File: config.mk
export PLATFORM = sky130hd
export DESIGN_NAME = imu_bias_calibration
export DESIGN_NICKNAME = d
export VERILOG_FILES = /design/src/hdl/ibc_pkg.sv /design/src/hdl/imu_bias_calibration.sv /design/src/hdl/ibc_cal_ctrl.sv /design/src/hdl/ibc_corr.sv
export SDC_FILE = /design/constraint.sdc
export NUM_CORES = 1
export LEC_CHECK = 0
export ABC_AREA = 0
export BUFFER_PORTS_ARGS = -buffer_cell sky130_fd_sc_hd__buf_4
export CAP_MARGIN = 10
export CORE_ASPECT_RATIO = 1.4
export CORE_MARGIN = 2
export CORE_UTILIZATION = 40
export DETAILED_ROUTE_END_ITERATION = 8
export SLEW_MARGIN = 0
export SYNTH_ARGS = -nofsm -noshare
export SYNTH_HDL_FRONTEND = slang
export SYNTH_HIERARCHICAL = 1
export SYNTH_SLANG_ARGS = --single-unit
File: constraint.sdc
create_clock -name clk -period 4.55 [get_ports clk]
set_clock_uncertainty 0.1 [all_clocks]
set_input_delay 0.2275 -clock clk [delete_from_list [all_inputs] [get_ports clk]]
set_output_delay 0.2275 -clock clk [all_outputs]
set_load 0.02 [all_outputs]
File: src/hdl/ibc_pkg.sv
// Shared types and constants for the IMU bias calibration block.
package ibc_pkg;

  localparam int NUM_AXES = 6;
  localparam int AXIS_W   = 16;
  localparam int CORR_W   = AXIS_W + 1;
  localparam int CNT_W    = 16;
  localparam int SETTLE_W = 15;

  // Axes whose correction is offset minus raw (X and Y acceleration)
  localparam logic [NUM_AXES-1:0] OFFSET_MINUS_RAW = 6'b000011;
  localparam int AXIS_ACCEL_Z = 2;

  // Calibration phases
  localparam logic [1:0] PHASE_START  = 2'd0;
  localparam logic [1:0] PHASE_SETTLE = 2'd1;
  localparam logic [1:0] PHASE_SUM    = 2'd2;

  // Configuration register indexes
  localparam logic REG_SETTLE  = 1'b0;
  localparam logic REG_GRAVITY = 1'b1;

  localparam logic [SETTLE_W-1:0] SETTLE_RESET  = 15'd250;
  localparam logic [AXIS_W-1:0]   GRAVITY_RESET = 16'd16384;

  typedef logic [AXIS_W-1:0] axis_word_t;
  typedef axis_word_t [NUM_AXES-1:0] axis_vec_t;
  typedef logic [CORR_W-1:0] corr_word_t;
  typedef corr_word_t [NUM_AXES-1:0] corr_vec_t;

  typedef struct packed {
    logic adv;
    logic accept;
  } ibc_pipe_ctl_t;

endpackage

File: src/hdl/imu_bias_calibration.sv
// Top level of the IMU bias calibration block.
//
//  channel | direction | tdata (low bit up)                          | tuser
//  s_      | in        | accel_x,y,z, rate_x,y,z (16 b signed each)  | cal_request
//  m_      | out       | corr_accel_x,y,z, corr_rate_x,y,z (17 b)    | calibrating
//  cfg_    | in        | index 0 settle_samples, 1 gravity_counts    | -
//
// One transaction per cycle unless stalled, via the sample and output registers.
// Calibration state and offsets update at input acceptance; the output stage
// subtracts the updated offsets from that same sample. The whole two-stage pipe
// stalls while the output register is full and not taken. Synchronous reset clears
// valids and calibration state but not the subtractor offsets; no clearing pass.
module imu_bias_calibration
  import ibc_pkg::*;
#(
  parameter int AVG_SHIFT = 6
) (
  input  logic         clk,
  input  logic         rst,
  input  logic         s_tvalid,
  output logic         s_tready,
  input  logic [95:0]  s_tdata,   // accel_x, accel_y, accel_z, rate_x, rate_y, rate_z
  input  logic         s_tuser,   // cal_request
  output logic         m_tvalid,
  input  logic         m_tready,
  output logic [103:0] m_tdata,   // corr_accel_x/y/z, corr_rate_x/y/z, 2 b zero pad
  output logic         m_tuser,   // calibrating
  input  logic         cfg_we,
  input  logic         cfg_index,
  input  logic [15:0]  cfg_data
);

  ibc_pipe_ctl_t ctl;
  axis_vec_t     raw;
  axis_vec_t     offsets_next;
  logic          armed_next;
  corr_vec_t     corr;

  assign raw        = axis_vec_t'(s_tdata);
  assign ctl.adv    = !m_tvalid || m_tready;
  assign ctl.accept = s_tvalid && ctl.adv;
  assign s_tready   = ctl.adv;
  assign m_tdata    = {2'b00, corr};

  ibc_cal_ctrl #(
    .AVG_SHIFT(AVG_SHIFT)
  ) u_cal_ctrl (
    .clk          (clk),
    .rst          (rst),
    .cfg_we       (cfg_we),
    .cfg_index    (cfg_index),
    .cfg_data     (cfg_data),
    .accept       (ctl.accept),
    .raw          (raw),
    .cal_request  (s_tuser),
    .offsets_next (offsets_next),
    .armed_next   (armed_next)
  );

  axis_vec_t offsets;

  always_ff @(posedge clk) begin
    if (ctl.accept) begin
      offsets <= offsets_next;
    end
  end

  ibc_corr u_corr (
    .clk            (clk),
    .rst            (rst),
    .ctl            (ctl),
    .raw            (raw),
    .calibrating_in (armed_next),
    .offsets        (offsets),
    .corr           (corr),
    .calibrating    (m_tuser),
    .out_valid      (m_tvalid)
  );

endmodule

File: src/hdl/ibc_cal_ctrl.sv
// Calibration sequencer, per-axis sum accumulators, offsets and config registers.
module ibc_cal_ctrl
  import ibc_pkg::*;
#(
  parameter int AVG_SHIFT = 6
) (
  input  logic        clk,
  input  logic        rst,
  input  logic        cfg_we,
  input  logic        cfg_index,
  input  logic [15:0] cfg_data,
  input  logic        accept,
  input  axis_vec_t   raw,
  input  logic        cal_request,
  output axis_vec_t   offsets_next,
  output logic        armed_next
);

  localparam int SUM_W = AXIS_W + AVG_SHIFT;
  localparam logic [CNT_W-1:0] AVG_COUNT = CNT_W'(1 << AVG_SHIFT);

  logic [SETTLE_W-1:0] settle_samples;
  axis_word_t          gravity_counts;
  logic                armed;
  logic [1:0]          phase;
  logic [1:0]          phase_next;
  logic [CNT_W-1:0]    sample_count;
  logic [CNT_W-1:0]    sample_count_next;
  logic [CNT_W-1:0]    count_inc;
  logic [NUM_AXES-1:0][SUM_W-1:0] sums;
  logic [NUM_AXES-1:0][SUM_W-1:0] sums_next;
  logic [NUM_AXES-1:0][SUM_W-1:0] sums_add;
  axis_vec_t           offsets;
  axis_vec_t           avg;
  logic                armed_eff;

  always_ff @(posedge clk) begin
    if (rst) begin
      settle_samples <= SETTLE_RESET;
      gravity_counts <= GRAVITY_RESET;
    end else if (cfg_we) begin
      unique case (cfg_index)
        REG_SETTLE:  settle_samples <= cfg_data[SETTLE_W-1:0];
        REG_GRAVITY: gravity_counts <= cfg_data;
        default: ;
      endcase
    end
  end

  always_comb begin
    count_inc = sample_count + CNT_W'(1);
    for (int i = 0; i < NUM_AXES; i++) begin
      sums_add[i] = sums[i] + {{AVG_SHIFT{raw[i][AXIS_W-1]}}, raw[i]};
      avg[i]      = sums_add[i][SUM_W-1:AVG_SHIFT];
    end
    avg[AXIS_ACCEL_Z] = sums_add[AXIS_ACCEL_Z][SUM_W-1:AVG_SHIFT] + gravity_counts;
  end

  always_comb begin
    armed_eff         = armed | cal_request;
    armed_next        = armed_eff;
    phase_next        = phase;
    sample_count_next = sample_count;
    sums_next         = sums;
    offsets_next      = offsets;
    if (armed_eff) begin
      unique case (phase)
        PHASE_START: begin
          sample_count_next = CNT_W'(settle_samples);
          sums_next         = '0;
          phase_next        = PHASE_SETTLE;
        end
        PHASE_SETTLE: begin
          if (sample_count <= CNT_W'(1)) begin
            sample_count_next = '0;
            phase_next        = PHASE_SUM;
          end else begin
            sample_count_next = sample_count - CNT_W'(1);
          end
        end
        PHASE_SUM: begin
          sums_next         = sums_add;
          sample_count_next = count_inc;
          if (count_inc >= AVG_COUNT) begin
            offsets_next = avg;
            phase_next   = PHASE_START;
            armed_next   = 1'b0;
          end
        end
        default: phase_next = PHASE_START;
      endcase
    end
  end

  always_ff @(posedge clk) begin
    if (rst) begin
      armed        <= 1'b0;
      phase        <= PHASE_START;
      sample_count <= '0;
      sums         <= '0;
      offsets      <= '0;
    end else if (accept) begin
      armed        <= armed_next;
      phase        <= phase_next;
      sample_count <= sample_count_next;
      sums         <= sums_next;
      offsets      <= offsets_next;
    end
  end

endmodule

File: src/hdl/ibc_corr.sv
// Sample register and corrected-output register with the six offset subtractors.
module ibc_corr
  import ibc_pkg::*;
(
  input  logic          clk,
  input  logic          rst,
  input  ibc_pipe_ctl_t ctl,
  input  axis_vec_t     raw,
  input  logic          calibrating_in,
  input  axis_vec_t     offsets,
  output corr_vec_t     corr,
  output logic          calibrating,
  output logic          out_valid
);

  logic      mid_valid;
  axis_vec_t mid_raw;
  logic      mid_cal;
  corr_vec_t corr_next;

  always_comb begin
    for (int i = 0; i < NUM_AXES; i++) begin
      if (OFFSET_MINUS_RAW[i]) begin
        corr_next[i] = {offsets[i][AXIS_W-1], offsets[i]}
                     - {mid_raw[i][AXIS_W-1], mid_raw[i]};
      end else begin
        corr_next[i] = {mid_raw[i][AXIS_W-1], mid_raw[i]}
                     - {offsets[i][AXIS_W-1], offsets[i]};
      end
    end
  end

  always_ff @(posedge clk) begin
    if (rst) begin
      mid_valid <= 1'b0;
      out_valid <= 1'b0;
    end else if (ctl.adv) begin
      mid_valid <= ctl.accept;
      out_valid <= mid_valid;
    end
  end

  always_ff @(posedge clk) begin
    if (ctl.adv) begin
      mid_raw     <= raw;
      mid_cal     <= calibrating_in;
      corr        <= corr_next;
      calibrating <= mid_cal;
    end
  end

endmodule

==> results of run 1 <==
==> cells by family after synthesis <==
family / synth area share (%)
AO/OA/AOI/OAI: 20.2
XOR/XNOR: 5.02
adder cells (fa/ha/maj): 10.2
buffers and inverters: 3.99
flip-flops: 44.4
multiplexers: 1.95
other: 0.0115
AND/OR/NAND/NOR: 14.2
==> synth_stat cells, types with 74 or more instances <==
| master | count | area, sq um |
|---|---|---|
| a22oi_1 | 76 | 571 |
| clkbuf_1 | 100 | 375 |
| nand2_1 | 333 | 1250 |
| edfxtp_1 | 296 | 8890 |
| a21oi_1 | 252 | 1260 |
| xnor2_1 | 117 | 1020 |
| nand3_1 | 74 | 370 |
| ha_1 | 246 | 3080 |
| inv_1 | 200 | 751 |
| nor2_1 | 290 | 1090 |
| dfxtp_1 | 280 | 5610 |
| a21o_1 | 77 | 578 |
| o21ai_0 | 127 | 636 |
==> area by class of cell <==
cell class | count | share of cell area [%]
multi-input combinational | 2456 | 43.2
sequential | 576 | 36.8
timing repair buffer | 422 | 8.96
clock buffer | 93 | 5.03
tap | 1071 | 3.40
inverter | 201 | 1.92
clock inverter | 28 | 0.737
==> worst max-delay path: stages, from the launching register on <==
cell      delay, ns
dfxtp_2        0.33
ha_4           0.16
fa_2           0.37
a21oi_4        0.16
o21ai_2        0.08
a21oi_2        0.20
o21ai_2        0.10
a221o_1        0.40
buf_6          0.15
a21o_1         0.19
a21oi_2        0.13
xnor2_1        0.14
ha_1           0.27
and3_1         0.15
a221o_1        0.37
a211oi_2       0.34
buf_4          0.17
buf_6          0.08
xor2_1         0.13
o21ai_1        0.08
o211a_1        0.21
==> layer usage <==
| metal | track usage (%) | part of all wire (%) | wire [um] | vias up |
|---|---|---|---|---|
| li1 | - | - | - | 13100 |
| met1 | 24.0 | 41 | 36200 | 12400 |
| met2 | 37.4 | 50 | 44500 | 528 |
| met3 | 3.13 | 4.0 | 3510 | 160 |
| met4 | 9.96 | 4.5 | 3960 | 0 |
| met5 | 0 | 0 | 0 | - |
==> per-stage QoR <==
stage | instances | hold WS (ns) | instance area (sq um) | utilization (%) | setup slack, ns
after detailed placement | 4600 | 0.306 | 35800 | 44.0 | -0.418
after global placement | 4600 | 0.311 | 35800 | 44.0 | -0.362
after global routing | 4847 | 0.0852 | 39400 | 48.5 | -0.0796
after CTS | 4839 | 0.0268 | 39300 | 48.3 | 0.00890
final | 4847 | 0.0739 | 39400 | 48.5 | 0.127
after floorplan | 3367 | 0.200 | 32700 | - | 0.00319
==> sequential cells by signal, summed over array words and instances, names as in the netlist <==
name / cells
u_corr/mid_cal: 1
u_cal_ctrl/offsets: 96
u_cal_ctrl/gravity_counts: 16
u_cal_ctrl/armed: 1
u_cal_ctrl/settle_samples: 15
u_cal_ctrl/sums: 132
u_cal_ctrl/phase: 2
u_corr/mid_raw: 96
offsets: 96
u_corr/calibrating: 1
u_corr/out_valid: 1
u_corr/corr: 102
u_corr/mid_valid: 1
u_cal_ctrl/sample_count: 16
==> power groups by stage <==
stage / Combinational [mW] / Clock (mW) / Sequential [mW]
3_3_place_gp: 3.11 / 0 / 6.36
3_5_place_dp: 3.13 / 0 / 6.37
5_1_grt: 3.53 / 5.92 / 6.30
4_1_cts: 3.23 / 5.72 / 6.26
2_1_floorplan: 1.72 / 0 / 6.62
6_report: 3.23 / 5.56 / 6.25
==> path summary, 6_finish.rpt <==
path	end	cells after the start
setup reg to reg	u_cal_ctrl/offsets[45]$_SDFFE_PP0P_	20
hold reg to reg	u_corr/calibrating$_DFFE_PP_	0
hold / removal	u_cal_ctrl/settle_samples[11]$_SDFFE_PP0P_	4
setup / recovery	u_cal_ctrl/offsets[45]$_SDFFE_PP0P_	20
==> timing repair <==
item / 4_1_cts / 5_1_grt
endpoints found under the setup margin: 7 / 6
endpoints found under the hold margin: 170 / 0
setup buffers: 4 / 8
pin swaps: 13 / 13
hold buffers: 114 / 0
gates cloned: 0 / 0
resized for setup: 15 / 15
==> cell usage in the layout, fill, tap and decap left out, types with 18 or more instances in the layout <==
master / count
nand2_1: 332
buf_4: 299
edfxtp_1: 296
nor2_1: 285
dfxtp_1: 279
a21oi_1: 247
ha_1: 243
inv_1: 199
o21ai_0: 123
xnor2_1: 117
dlygate4sd3_1: 114
a21o_1: 77
a22oi_1: 76
nand3_1: 74
clkbuf_16: 73
xor2_1: 64
nor3_1: 54
o21a_1: 49
a211oi_1: 39
o211ai_1: 39
nor2b_1: 39
mux2_2: 35
and3_1: 35
or2_2: 33
a22o_1: 29
nand4_1: 27
o31ai_1: 27
o211a_1: 27
a31oi_1: 25
nand2b_1: 24
o21bai_1: 22
o311ai_0: 18
a311oi_1: 18
==> impl_metrics.env, run 1 <==
export IMPL_status="complete, no violations"
export IMPL_fin_nets=4101
export IMPL_sw_frac_of_total_pct=28.8
export IMPL_ys_ff_latch=576
export IMPL_maxSlewHeadroom_pct=24.5
export IMPL_setup_viol=0
export IMPL_crit_path_end_kind="register"
export IMPL_grt_ovfl_total=0
export IMPL_initialDrtViolationCount=1462
export IMPL_power_density_nw_per_um2=382
export IMPL_grt_max_degree=131
export IMPL_required_ns=4.95
export IMPL_layout_drive_gt1_share_pct=14.4
export IMPL_period_share_pct=97.2
export IMPL_io_pins=226
export IMPL_r2r_start="u_cal_ctrl/sums[44]$_SDFFE_PP0P_"
export IMPL_clk_pin_slew_worst_paths_ns=0.06
export IMPL_clockPowerShare_pct=37.0
export IMPL_core_area_sq_um=81300
export IMPL_startpoint="u_cal_ctrl/sums[44]$_SDFFE_PP0P_"
export IMPL_crit_type="reg2reg"
export IMPL_drc=0
export IMPL_ir_worst_vdd_mv=0.296
export IMPL_hp_start="cfg_index"
export IMPL_vias_per_cell=5.39
export IMPL_netlist_instances=3366
export IMPL_clock_latency_ns=0.61
export IMPL_arrival_ns=4.83
export IMPL_hpwlAfterDp_um=61600
export IMPL_die_height_um=342
export IMPL_regArea_sq_um=14500
export IMPL_die_area_sq_um=84000
export IMPL_wirelength_um=88200
export IMPL_synth_top_flop_cell="edfxtp_1"
export IMPL_ys_seq_area_share_pct=44.4
export IMPL_first_pass_iters=5
export IMPL_ys_warn_count=6
export IMPL_p_sw_mw=4.33
export IMPL_period_needed_ns=4.42
export IMPL_antenna_found_initial=0
export IMPL_final_setup_tns_ns=0
export IMPL_leakage_nw=16.7
export IMPL_cap_violations=0
export IMPL_syn_to_final_growth_pct=20.7
export IMPL_ctsHtreeMaxLevel=3
export IMPL_initial_core_util_pct=40.2
export IMPL_worst_pin_slew_ns=1.13
export IMPL_gp_congestion=0.900
export IMPL_fmax_mhz=226
export IMPL_n_fill_cell=7679
export IMPL_diodes=0
export IMPL_drv_slew=0
export IMPL_power_mw=15.0
export IMPL_p_int_mw=10.7
export IMPL_wire_per_inst_um=18.2
export IMPL_hold_violations=0
export IMPL_port_buffers=223
export IMPL_rows=124
export IMPL_cts_tree="done"
export IMPL_avgSynthCellArea_sq_um=9.70
export IMPL_rsz0062_at_grt="true"
export IMPL_r2r_setup_slack_ns=0.13
export IMPL_clock_tree_root_cell="clkbuf_16"
export IMPL_cts_sinks=576
export IMPL_yosysUniqueCellTypes=99
export IMPL_synth_edf_count=296
export IMPL_grt_total_usage_pct=20.8
export IMPL_first_global_vias=25700
export IMPL_vias=26100
export IMPL_cts_made_buffers=66
export IMPL_postSynth_asyncResetShare_pct=0
export IMPL_critPathLaunchType="register"
export IMPL_crit_fanout=4
export IMPL_hold_class="in2reg"
export IMPL_multi_input_area_sq_um=17000
export IMPL_p_seq_share_pct=41.6
export IMPL_synthesis_area_sq_um=32700
export IMPL_p_comb_share_pct=21.4
export IMPL_ant_nets=0
export IMPL_grt_pass1_wl_um=138000
export IMPL_die_x_um=245
export IMPL_clockBufferDepth=3
Note: power is estimated with default switching activity, not from simulation.
==> run 2, diff against run 1 <==
- SETUP_SLACK_MARGIN: unset -> 0.3
- clock period: 4.55 -> 5 ns (I/O delays scaled with it)
==> run 2 against run 1 <==
  * First-iteration DRC count down 8.5%
  * Global-route usage down 0.076 points
  * Die area unchanged
  * Clock power decreased by 12%
  * Critical path depth decreased by 2
  * Sequential share of layout area up 0.45 points
  * Design area is 1.2% lower
  * Largest cell class unchanged
  * Largest power group unchanged
==> impl_metrics.env, run 2 (same netlist as run 1, synthesis figures left out) <==
export IMPL_crit_type="reg2reg"
export IMPL_required_ns=5.43
export IMPL_power_mw=13.5
export IMPL_regArea_sq_um=14500
export IMPL_drt_met1_wl_um=36100
export IMPL_fin_nets=4059
export IMPL_rsz0062_at_grt="false"
export IMPL_maxSlewHeadroom_pct=27.7
export IMPL_initialDrtViolationCount=1338
export IMPL_cap_violations=0
export IMPL_layout_commonest_cell="nand2_1"
export IMPL_gp_congestion=0.889
export IMPL_startpoint="u_cal_ctrl/sums[44]$_SDFFE_PP0P_"
export IMPL_holdWs_ns=0.107
export IMPL_arrival_ns=4.92
export IMPL_grt_max_degree=124
export IMPL_crit_path_end_kind="register"
export IMPL_core_area_sq_um=81300
export IMPL_r2r_start="u_cal_ctrl/sums[44]$_SDFFE_PP0P_"
export IMPL_clk_pin_slew_worst_paths_ns=0.06
export IMPL_ir_worst_vdd_mv=0.289
export IMPL_placed_cells=4571
export IMPL_n_fill_cell=7756
export IMPL_initial_core_util_pct=40.2
export IMPL_ant_nets=0
export IMPL_rows=124
export IMPL_clockBufferDepth=3
export IMPL_regToRegEndpoint="u_cal_ctrl/offsets[45]$_SDFFE_PP0P_"
export IMPL_topRoutingLayerUsed="met5"
export IMPL_hold_class="in2reg"
export IMPL_wire_per_inst_um=18.5
export IMPL_ctsHtreeMaxLevel=2
export IMPL_grt_total_usage_pct=20.7
export IMPL_worst_pin_slew_ns=1.09
export IMPL_io_pins=226
export IMPL_status="complete, no violations"
export IMPL_die_height_um=342
export IMPL_vias_per_cell=5.47
export IMPL_critPathLaunchType="register"
export IMPL_layout_common_cells="nand2_1, edfxtp_1, nor2_1"
export IMPL_vias=26300
export IMPL_placed_area_sq_um=35600
export IMPL_layout_cells_non_filler=4803
export IMPL_hold_violations=0
export IMPL_r2r_setup_slack_ns=0.51
export IMPL_stdcell_area_sq_um=38900
export IMPL_wirelength_um=88900
export IMPL_layout_drive_gt1_share_pct=13.0
export IMPL_hpwlAfterDp_um=61300
export IMPL_largest_register="u_cal_ctrl/sums"
export IMPL_critPathMaxStageDelay_ns=0.42
export IMPL_first_pass_iters=5
export IMPL_largest_reg_flops=132
export IMPL_port_buffers=223
export IMPL_clock_tree_root_cell="clkbuf_16"
export IMPL_power_density_nw_per_um2=345
export IMPL_rr_worst_depth=18
export IMPL_die_x_um=245
export IMPL_grt_ovfl_total=0
export IMPL_grt_pass1_wl_um=138000
export IMPL_antenna_found_initial=3
export IMPL_drv_slew=0
export IMPL_multi_input_area_sq_um=16900
export IMPL_die_area_sq_um=84000
export IMPL_cts_tree="done"
export IMPL_first_global_vias=25700
export IMPL_drc=0
export IMPL_leakage_nw=16.5
export IMPL_clock_latency_ns=0.65
export IMPL_setup_viol=0
export IMPL_cts_sinks=576
export IMPL_critical_path_cell_chain="ha_1, fa_2, a21oi_2, o21ai_1, a21oi_2, o21ai_1, a221o_1, a311o_1, a311oi_2, nor2_1, ha_1, and2_1, a22o_1, a211oi_2, buf_4, xor2_1, o21ai_0, o211a_1"
export IMPL_diodes=0
export IMPL_crit_fanout=4
export IMPL_cpMaxStageDelayCell="a311o_1"
export IMPL_reg_largest_list="u_cal_ctrl/sums x132, u_corr/corr x102"
export IMPL_critPathCapture="u_cal_ctrl/offsets[45]$_SDFFE_PP0P_"
export IMPL_period_share_pct=89.8
export IMPL_wl_met3_um=3390
export IMPL_wl_met2_um=46400
export IMPL_period_needed_ns=4.49
export IMPL_syn_to_final_growth_pct=19.2
export IMPL_final_setup_tns_ns=0
export IMPL_fmax_mhz=223
export IMPL_cts_made_buffers=60
==> run 2: critical path, delay by kind of cell, from the launching register on <==
kind	cells	cell delay [ns]
compound gates	11	2.55
xor+xnor	1	0.12
fa+ha+maj	3	0.87
buf+inv	1	0.16
flops	1	0.31
simple gates	2	0.25
==> run 2: repair_timing <==
item / in CTS / in global routing
pin swaps: 2 / 5
endpoints found under the setup margin: 4 / 6
resized for setup: 4 / 8
hold buffers: 118 / 0
buffers inserted: 0 / 1
endpoints found under the hold margin: 163 / 0
==> run 2: worst min path at each step <==
stage / startpoint / endpoint / cells past startpoint
3_5_place_dp: u_corr/mid_cal$_DFFE_PP_ / u_corr/calibrating$_DFFE_PP_ / 0
6_report: s_tuser / u_cal_ctrl/armed$_SDFFE_PP0P_ / 4
2_1_floorplan: rst / u_corr/mid_valid$_SDFFE_PP0P_ / 1
5_1_grt: s_tuser / u_corr/mid_cal$_DFFE_PP_ / 3
4_1_cts: s_tuser / u_corr/mid_cal$_DFFE_PP_ / 3
3_3_place_gp: u_corr/mid_cal$_DFFE_PP_ / u_corr/calibrating$_DFFE_PP_ / 0
==> run 2: layer usage <==
metal  vias up  track usage (%)
met5         -                0
met1     12600             23.8
met2       515             39.0
met4         4             7.22
li1      13000                -
met3       167             2.62
==> run 2: power by group <==
part | switching, mW | leakage [nW] | total, mW | internal (mW)
clock | 2.00 | 1.05 | 4.87 | 2.87
combinational | 1.70 | 10.1 | 2.90 | 1.19
sequential | 0.195 | 5.35 | 5.68 | 5.49
total | 3.90 | 16.5 | 13.4 | 9.55
==> run 2: layout make-up <==
type,instances,share of cell area (%)
clock buffer,76,4.36
clock inverter,37,1.16
inverter,201,1.94
multi-input combinational,2456,43.5
sequential,576,37.2
tap,1071,3.44
timing repair buffer,386,8.34
==> run 2: metrics by stage <==
| step | worst slack, ns | utilization (%) |
|---|---|---|
| floorplan | 0.387 | - |
| detailed placement | -0.0391 | 43.7 |
| global placement | 0.0210 | 43.7 |
| finish | 0.512 | 47.9 |
| global route | 0.306 | 47.9 |
| CTS | 0.317 | 47.8 |
